$ cat config.mk
export PLATFORM = sky130hd
export DESIGN_NAME = combined_lcg_generator
export DESIGN_NICKNAME = d
export VERILOG_FILES = /design/src/hw/rtl/clg_pkg.sv /design/src/hw/rtl/clg_mulmod.sv /design/src/hw/rtl/combined_lcg_generator.sv
export SDC_FILE = /design/constraint.sdc
export NUM_CORES = 2
export LEC_CHECK = 0
export BUFFER_PORTS_ARGS = -buffer_cell sky130_fd_sc_hd__clkbuf_2
export CORE_MARGIN = 2
export CORE_UTILIZATION = 59
export DETAILED_ROUTE_END_ITERATION = 10
export PLACE_DENSITY_LB_ADDON = 0.3
export SYNTH_ARGS = -nofsm -noshare
export SYNTH_HDL_FRONTEND = slang
export SYNTH_SLANG_ARGS = --single-unit
$ cat constraint.sdc
create_clock -name clk_i -period 12.46 [get_ports clk_i]
set_clock_uncertainty 0.15 [all_clocks]
set_input_delay 0.623 -clock clk_i [delete_from_list [all_inputs] [get_ports clk_i]]
set_output_delay 0.623 -clock clk_i [all_outputs]
set_load 0.05 [all_outputs]
$ cat src/hw/rtl/clg_pkg.sv
package clg_pkg;

  localparam int unsigned SEED_W = 31;
  localparam int unsigned MULT_W = 16;
  localparam int unsigned PROD_W = SEED_W + MULT_W;
  localparam int unsigned FOLD_W = 8;

  localparam logic [MULT_W-1:0] MULT_ONE = 16'd40014;
  localparam logic [MULT_W-1:0] MULT_TWO = 16'd40692;
  localparam logic [SEED_W-1:0] MOD_ONE  = 31'd2147483563;
  localparam logic [SEED_W-1:0] MOD_TWO  = 31'd2147483399;
  // 2^31 - modulus: the weight of the high product bits after folding
  localparam logic [FOLD_W-1:0] FOLD_ONE = 8'd85;
  localparam logic [FOLD_W-1:0] FOLD_TWO = 8'd249;
  localparam logic [SEED_W-1:0] WRAP_ADD = 31'd2147483562;
  localparam logic [SEED_W-1:0] MAX_ONE  = 31'd2147483562;
  localparam logic [SEED_W-1:0] MAX_TWO  = 31'd2147483398;

  localparam logic CMD_GEN  = 1'b0;
  localparam logic CMD_LOAD = 1'b1;

  localparam logic LANE_ONE = 1'b0;
  localparam logic LANE_TWO = 1'b1;

  typedef enum logic [1:0] {
    ST_IDLE,
    ST_MUL,
    ST_RED,
    ST_FIN
  } clg_state_e;

  typedef struct packed {
    logic mul_en;
    logic lane;
  } clg_ctrl_t;

endpackage

$ cat src/hw/rtl/clg_mulmod.sv
// Shared multiply / modular reduce unit. Product registered, reduction
// taken from the registered product in the following cycle.
module clg_mulmod (
  input  logic                           clk_i,
  input  clg_pkg::clg_ctrl_t             ctrl_i,
  input  logic [clg_pkg::SEED_W-1:0]     operand_i,
  output logic [clg_pkg::SEED_W-1:0]     result_o
);

  logic [clg_pkg::PROD_W-1:0] prod_d, prod_q;
  logic                       lane_q;
  logic [clg_pkg::MULT_W-1:0] mult;
  logic [clg_pkg::FOLD_W-1:0] fold_c;
  logic [clg_pkg::SEED_W-1:0] modulus;
  logic [clg_pkg::MULT_W-1:0] prod_hi;
  logic [clg_pkg::SEED_W-1:0] prod_lo;
  logic [23:0]                hi_fold;
  logic [31:0]                fold_sum;

  assign mult   = (ctrl_i.lane == clg_pkg::LANE_TWO) ? clg_pkg::MULT_TWO : clg_pkg::MULT_ONE;
  assign prod_d = clg_pkg::PROD_W'(operand_i) * clg_pkg::PROD_W'(mult);

  always_ff @(posedge clk_i) begin
    if (ctrl_i.mul_en) begin
      prod_q <= prod_d;
      lane_q <= ctrl_i.lane;
    end
  end

  // 2^31 == fold (mod m): p = hi*2^31 + lo == hi*fold + lo, which is < 2m
  assign fold_c  = (lane_q == clg_pkg::LANE_TWO) ? clg_pkg::FOLD_TWO : clg_pkg::FOLD_ONE;
  assign modulus = (lane_q == clg_pkg::LANE_TWO) ? clg_pkg::MOD_TWO : clg_pkg::MOD_ONE;
  assign prod_hi = prod_q[clg_pkg::PROD_W-1:clg_pkg::SEED_W];
  assign prod_lo = prod_q[clg_pkg::SEED_W-1:0];
  assign hi_fold = 24'(prod_hi) * 24'(fold_c);
  assign fold_sum = 32'(prod_lo) + 32'(hi_fold);

  always_comb begin
    if (fold_sum >= 32'(modulus)) begin
      result_o = clg_pkg::SEED_W'(fold_sum - 32'(modulus));
    end else begin
      result_o = clg_pkg::SEED_W'(fold_sum);
    end
  end

endmodule

$ cat src/hw/rtl/combined_lcg_generator.sv
// Sequence: a generate beat steps through ST_MUL and ST_RED for seed one, then for
//   seed two, then ST_FIN; a load beat goes straight to ST_FIN (output register free).
// Occupancy: a new beat is accepted only in ST_IDLE, after the last one has left ST_FIN;
//   set by the single shared 31x16 multiplier and fold reducer used once per seed.
// Reset: rst_ni async active low; both seeds return to 1, output empty.
module combined_lcg_generator (
  input  logic        clk_i,
  input  logic        rst_ni,
  // slave side
  input  logic        s_axis_tvalid,
  output logic        s_axis_tready,
  input  logic [63:0] s_axis_tdata,   // new_seed_one[30:0], new_seed_two[61:31], zero pad
  input  logic        s_axis_tuser,   // cmd: 0 generate, 1 load
  // master side
  output logic        m_axis_tvalid,
  input  logic        m_axis_tready,
  output logic [95:0] m_axis_tdata,   // rand_value[30:0], old_seed_one[61:31],
                                      // old_seed_two[92:62], zero pad
  output logic        m_axis_tuser    // seed_error
);

  localparam int unsigned W = clg_pkg::SEED_W;

  clg_pkg::clg_state_e state_d, state_q;
  clg_pkg::clg_ctrl_t  ctrl;

  logic [W-1:0] seed_one_d, seed_one_q;
  logic [W-1:0] seed_two_d, seed_two_q;
  logic         lane_d, lane_q;
  logic         cmd_d, cmd_q;
  logic         err_d, err_q;
  logic [W-1:0] old_one_d, old_one_q;
  logic [W-1:0] old_two_d, old_two_q;

  logic         out_valid_d, out_valid_q;
  logic [W-1:0] out_value_d, out_value_q;
  logic [W-1:0] out_old_one_d, out_old_one_q;
  logic [W-1:0] out_old_two_d, out_old_two_q;
  logic         out_err_d, out_err_q;

  logic [W-1:0] new_one, new_two;
  logic [W-1:0] unit_result;
  logic [W-1:0] diff_value;
  logic         in_fire;
  logic         out_free;
  logic         load_ok;

  assign new_one = s_axis_tdata[W-1:0];
  assign new_two = s_axis_tdata[2*W-1:W];

  assign s_axis_tready = (state_q == clg_pkg::ST_IDLE);
  assign in_fire       = s_axis_tvalid && s_axis_tready;
  // result register frees up in the same cycle it is drained
  assign out_free      = !out_valid_q || m_axis_tready;

  assign load_ok = (new_one != '0) && (new_one <= clg_pkg::MAX_ONE) &&
                   (new_two != '0) && (new_two <= clg_pkg::MAX_TWO);

  // combined output: s1 - s2, wrapped into 1..WRAP_ADD
  always_comb begin
    if (seed_one_q > seed_two_q) begin
      diff_value = seed_one_q - seed_two_q;
    end else begin
      diff_value = W'(32'(seed_one_q) + 32'(clg_pkg::WRAP_ADD) - 32'(seed_two_q));
    end
  end

  clg_mulmod u_mulmod (
    .clk_i     (clk_i),
    .ctrl_i    (ctrl),
    .operand_i ((lane_q == clg_pkg::LANE_TWO) ? seed_two_q : seed_one_q),
    .result_o  (unit_result)
  );

  always_comb begin
    state_d       = state_q;
    seed_one_d    = seed_one_q;
    seed_two_d    = seed_two_q;
    lane_d        = lane_q;
    cmd_d         = cmd_q;
    err_d         = err_q;
    old_one_d     = old_one_q;
    old_two_d     = old_two_q;
    out_valid_d   = out_valid_q && !m_axis_tready;
    out_value_d   = out_value_q;
    out_old_one_d = out_old_one_q;
    out_old_two_d = out_old_two_q;
    out_err_d     = out_err_q;
    ctrl.mul_en   = 1'b0;
    ctrl.lane     = lane_q;

    unique case (state_q)
      clg_pkg::ST_IDLE: begin
        if (in_fire) begin
          old_one_d = seed_one_q;
          old_two_d = seed_two_q;
          cmd_d     = s_axis_tuser;
          err_d     = 1'b0;
          if (s_axis_tuser == clg_pkg::CMD_LOAD) begin
            if (load_ok) begin
              seed_one_d = new_one;
              seed_two_d = new_two;
            end else begin
              err_d = 1'b1;
            end
            state_d = clg_pkg::ST_FIN;
          end else begin
            lane_d  = clg_pkg::LANE_ONE;
            state_d = clg_pkg::ST_MUL;
          end
        end
      end
      clg_pkg::ST_MUL: begin
        ctrl.mul_en = 1'b1;
        state_d     = clg_pkg::ST_RED;
      end
      clg_pkg::ST_RED: begin
        if (lane_q == clg_pkg::LANE_ONE) begin
          seed_one_d = unit_result;
          lane_d     = clg_pkg::LANE_TWO;
          state_d    = clg_pkg::ST_MUL;
        end else begin
          seed_two_d = unit_result;
          state_d    = clg_pkg::ST_FIN;
        end
      end
      clg_pkg::ST_FIN: begin
        if (out_free) begin
          out_valid_d   = 1'b1;
          out_value_d   = (cmd_q == clg_pkg::CMD_LOAD) ? '0 : diff_value;
          out_old_one_d = old_one_q;
          out_old_two_d = old_two_q;
          out_err_d     = err_q;
          state_d       = clg_pkg::ST_IDLE;
        end
      end
      default: state_d = clg_pkg::ST_IDLE;
    endcase
  end

  always_ff @(posedge clk_i or negedge rst_ni) begin
    if (!rst_ni) begin
      state_q     <= clg_pkg::ST_IDLE;
      seed_one_q  <= W'(1);
      seed_two_q  <= W'(1);
      lane_q      <= clg_pkg::LANE_ONE;
      out_valid_q <= 1'b0;
    end else begin
      state_q     <= state_d;
      seed_one_q  <= seed_one_d;
      seed_two_q  <= seed_two_d;
      lane_q      <= lane_d;
      out_valid_q <= out_valid_d;
    end
  end

  // payload, no reset
  always_ff @(posedge clk_i) begin
    cmd_q         <= cmd_d;
    err_q         <= err_d;
    old_one_q     <= old_one_d;
    old_two_q     <= old_two_d;
    out_value_q   <= out_value_d;
    out_old_one_q <= out_old_one_d;
    out_old_two_q <= out_old_two_d;
    out_err_q     <= out_err_d;
  end

  assign m_axis_tvalid = out_valid_q;
  assign m_axis_tdata  = {3'b000, out_old_two_q, out_old_one_q, out_value_q};
  assign m_axis_tuser  = out_err_q;

endmodule

==> impl_metrics.env <==
export IMPL_run_status="finished clean"
export IMPL_wl_per_cell_um=19.94
export IMPL_vias=22531
export IMPL_clock_latency_ns=0.60
export IMPL_gp_congestion=1.028
export IMPL_arrival_ns=9.11
export IMPL_cts_root_buf="clkbuf_16"
export IMPL_post_place_ws_ns=3.662
export IMPL_hold_violations=0
export IMPL_synthAdderAreaFrac=0.3861
export IMPL_drcViolationCount=0
export IMPL_maxCapViolCount=0
export IMPL_yosys_warnings=0
export IMPL_grt_max_degree=95
export IMPL_synth_edff_count=205
export IMPL_antenna_found_initial=0
export IMPL_clkSinkCount=271
export IMPL_synth_compound_area_share=0.1170
export IMPL_fin_crit_sh=0.7184
export IMPL_worstMarginPinSlew_ns=1.158
export IMPL_die_width_um=231.0
export IMPL_wl_mm=78.45
export IMPL_grt_pass1_vias=23245
export IMPL_hold_buffers=0
export IMPL_viasPerCell=5.727
export IMPL_post_cts_buffers=0
export IMPL_postSynthCellCount=3089
export IMPL_groute_usage_overall=0.3026
export IMPL_finalCriticalPeriod_ns=8.951
export IMPL_worst_setup_path_end_kind="register"
export IMPL_worst_slack_ns=3.509
export IMPL_yosys_area_top_type="fa_1"
export IMPL_io_buffer_count=162
export IMPL_cts_buffer_depth=3
export IMPL_synth_area_sq_mm=0.03039
export IMPL_syn_mean_instance_area_sq_um=9.838
export IMPL_yosys_register_bits=271
export IMPL_ant_nets=0
export IMPL_grt_overflow=0
export IMPL_yosysMostFrequentCell="inv_1"
export IMPL_drv_slew=0
export IMPL_first_iter_violations=1865
export IMPL_dieArea_sq_mm=0.05334
export IMPL_htree_levels=1
export IMPL_relSlewSlack=0.2280
export IMPL_synth_cell_types=79
export IMPL_fmax_mhz=111.7
export IMPL_grt_use_met2=0.4978
export IMPL_synth_common_cells="751 x inv_1, 373 x fa_1, 341 x ha_1"
export IMPL_hold_ws_ns=0.05766
export IMPL_cp_start_kind="register"
export IMPL_use_met3=0.04879
export IMPL_required_ns=12.62
export IMPL_drive_gt1_frac=0.07898
export IMPL_die_h_um=231.0
export IMPL_area_growth_pct=8.300
export IMPL_hp_class="primary input to asynchronous set/reset pin"
export IMPL_seq_area_frac_synth=0.2570
export IMPL_initial_core_util=0.5948
export IMPL_synth_simple_area_share=0.1045
export IMPL_setup_viol=0
export IMPL_diodes=0
export IMPL_synth_xor_xnor_area_share=0.03170
export IMPL_num_rows=83
export IMPL_path_clk_slew_ns=0.07
export IMPL_ios=168
export IMPL_critPathMaxFanout=69
export IMPL_ys_flop_type="edfxtp_1"
export IMPL_grt_busiest_layer="met2"
export IMPL_nFillCells=4065
export IMPL_first_pass_iters=7
export IMPL_layout_nets=4013
export IMPL_core_sq_mm=0.05109
export IMPL_dp_hpwl_mm=65.73
export IMPL_synthArstFlopShare=0.2435
export IMPL_rsz0062_at_grt="false"
export IMPL_cts_tree="built"
export IMPL_place_area_sq_mm=0.03189
export IMPL_worstSetupPathType="register to register"
export IMPL_synth_top_area_frac=0.2457
export IMPL_post_cts_resized=0
export IMPL_numCtsBuffers=30
export IMPL_met1_usage=0.4093
export IMPL_synthMuxAreaShare=0.001070
export IMPL_final_area_sq_mm=0.03291
export IMPL_synth_top_family_by_area="adder cells"
export IMPL_grt_first_pass_wirelength_mm=124.9
export IMPL_synthTopCellsByArea="fa_1 25%, edfxtp_1 20%, ha_1 14%, inv_1 9.3%, dfrtp_1 5.3%"
export IMPL_fin_setup_tns_ns=0
flip-flops by register name, summed over array words and instances (netlist names), 2 cells and up:
register         count
out_old_one_q       31
seed_one_q          31
out_old_two_q       31
out_value_q         31
old_one_q           31
seed_two_q          31
u_mulmod.prod_q     46
old_two_q           31
state_q              2
metal layers:
metal,wire (um),vias to the layer above
met5,0,-
met1,32550,11018
met3,6259,168
met4,3022,0
li1,-,10413
met2,36620,932
worst max-delay path, stage by stage, from the launching register on:
cell and delay (ns):
dfrtp_2 1.02, nor2b_1 0.28, nor2_1 0.45, inv_1 0.26, fa_1 0.44, fa_1 0.55, inv_1 0.05, fa_1 0.49
inv_1 0.06, fa_1 0.51, fa_1 0.52, fa_1 0.50, ha_1 0.38, a21oi_1 0.14, o21ai_0 0.16, a2111oi_0 0.53
a21oi_1 0.13, o21bai_1 0.27, a21oi_1 0.15, o41ai_1 0.64, o21ai_0 0.28, o21ai_0 0.46, o311ai_0 0.19
cells in the final DEF, fill, tap and decap left out, drive strengths merged, types with 14 or more instances in the layout:
cell type  synthesis  routed
or3               16      16
o31ai             22      22
xor2              34      34
inv              751     759
o21a              16      16
nand4             38      38
nor2             143     143
a21oi            145     145
clkbuf            54     197
nor2b             22      22
o21bai            18      18
a211oi            40      40
a21o              69      69
ha               341     341
buf               14      14
fa               373     373
nand2b            47      47
nor3              32      32
nand3             36      36
nand2            167     167
dfrtp             64      64
o22ai             20      20
o21ai             94      94
nor4              27      27
o211ai            14      14
and2              47      47
edfxtp           205     205
xnor2             76      76
a31oi             22      22
stage by stage:
| stage | cells | util |
|---|---|---|
| final | 3934 | 0.6442 |
| after global routing | 3934 | 0.6442 |
| after CTS | 3934 | 0.6442 |
| after detailed placement | 3878 | 0.6242 |
| after global placement | 3878 | 0.6242 |
| after floorplan | 3091 | - |
final timing paths:
kind / from / endpoint / slack [ns] / cells past startpoint
setup / recovery: lane_q / u_mulmod.prod_q[46] / 3.51 / 22
hold / removal: rst_ni / seed_one_q[27] / 0.06 / 2
setup reg to reg: lane_q / u_mulmod.prod_q[46] / 3.51 / 22
hold reg to reg: old_one_q[12] / out_old_one_q[12] / 0.27 / 0
max in group asynchronous: rst_ni / lane_q / 11.49 / 2
min in group clk_i: s_axis_tuser / cmd_q / 0.16 / 1
cell families (layout without fill, tap and decap cells):
group | after synthesis | count (layout)
flip-flops | 271 | 271
other | 2 | 4
AND/OR/NAND/NOR | 627 | 627
AO/OA/AOI/OAI | 543 | 543
adder cells (fa/ha/maj) | 714 | 714
buffers and inverters | 819 | 982
multiplexers | 3 | 3
XOR/XNOR | 110 | 110
cell type report:
type / instances / area [sq um] / share of cell area
flip-flops and latches: 271 / 7811 / 0.2373
well taps: 680 / 850.8 / 0.02585
repair buffers: 175 / 908.4 / 0.02760
clock inverters: 20 / 203.9 / 0.006197
inverters: 751 / 2819 / 0.08565
multi-input cells: 2001 / 19510 / 0.5926
clock buffers: 36 / 814.5 / 0.02475
Power is left out: the tool's default activity adds up to more than one toggle a clock period on the data nets, which glitch-free logic cannot reach.
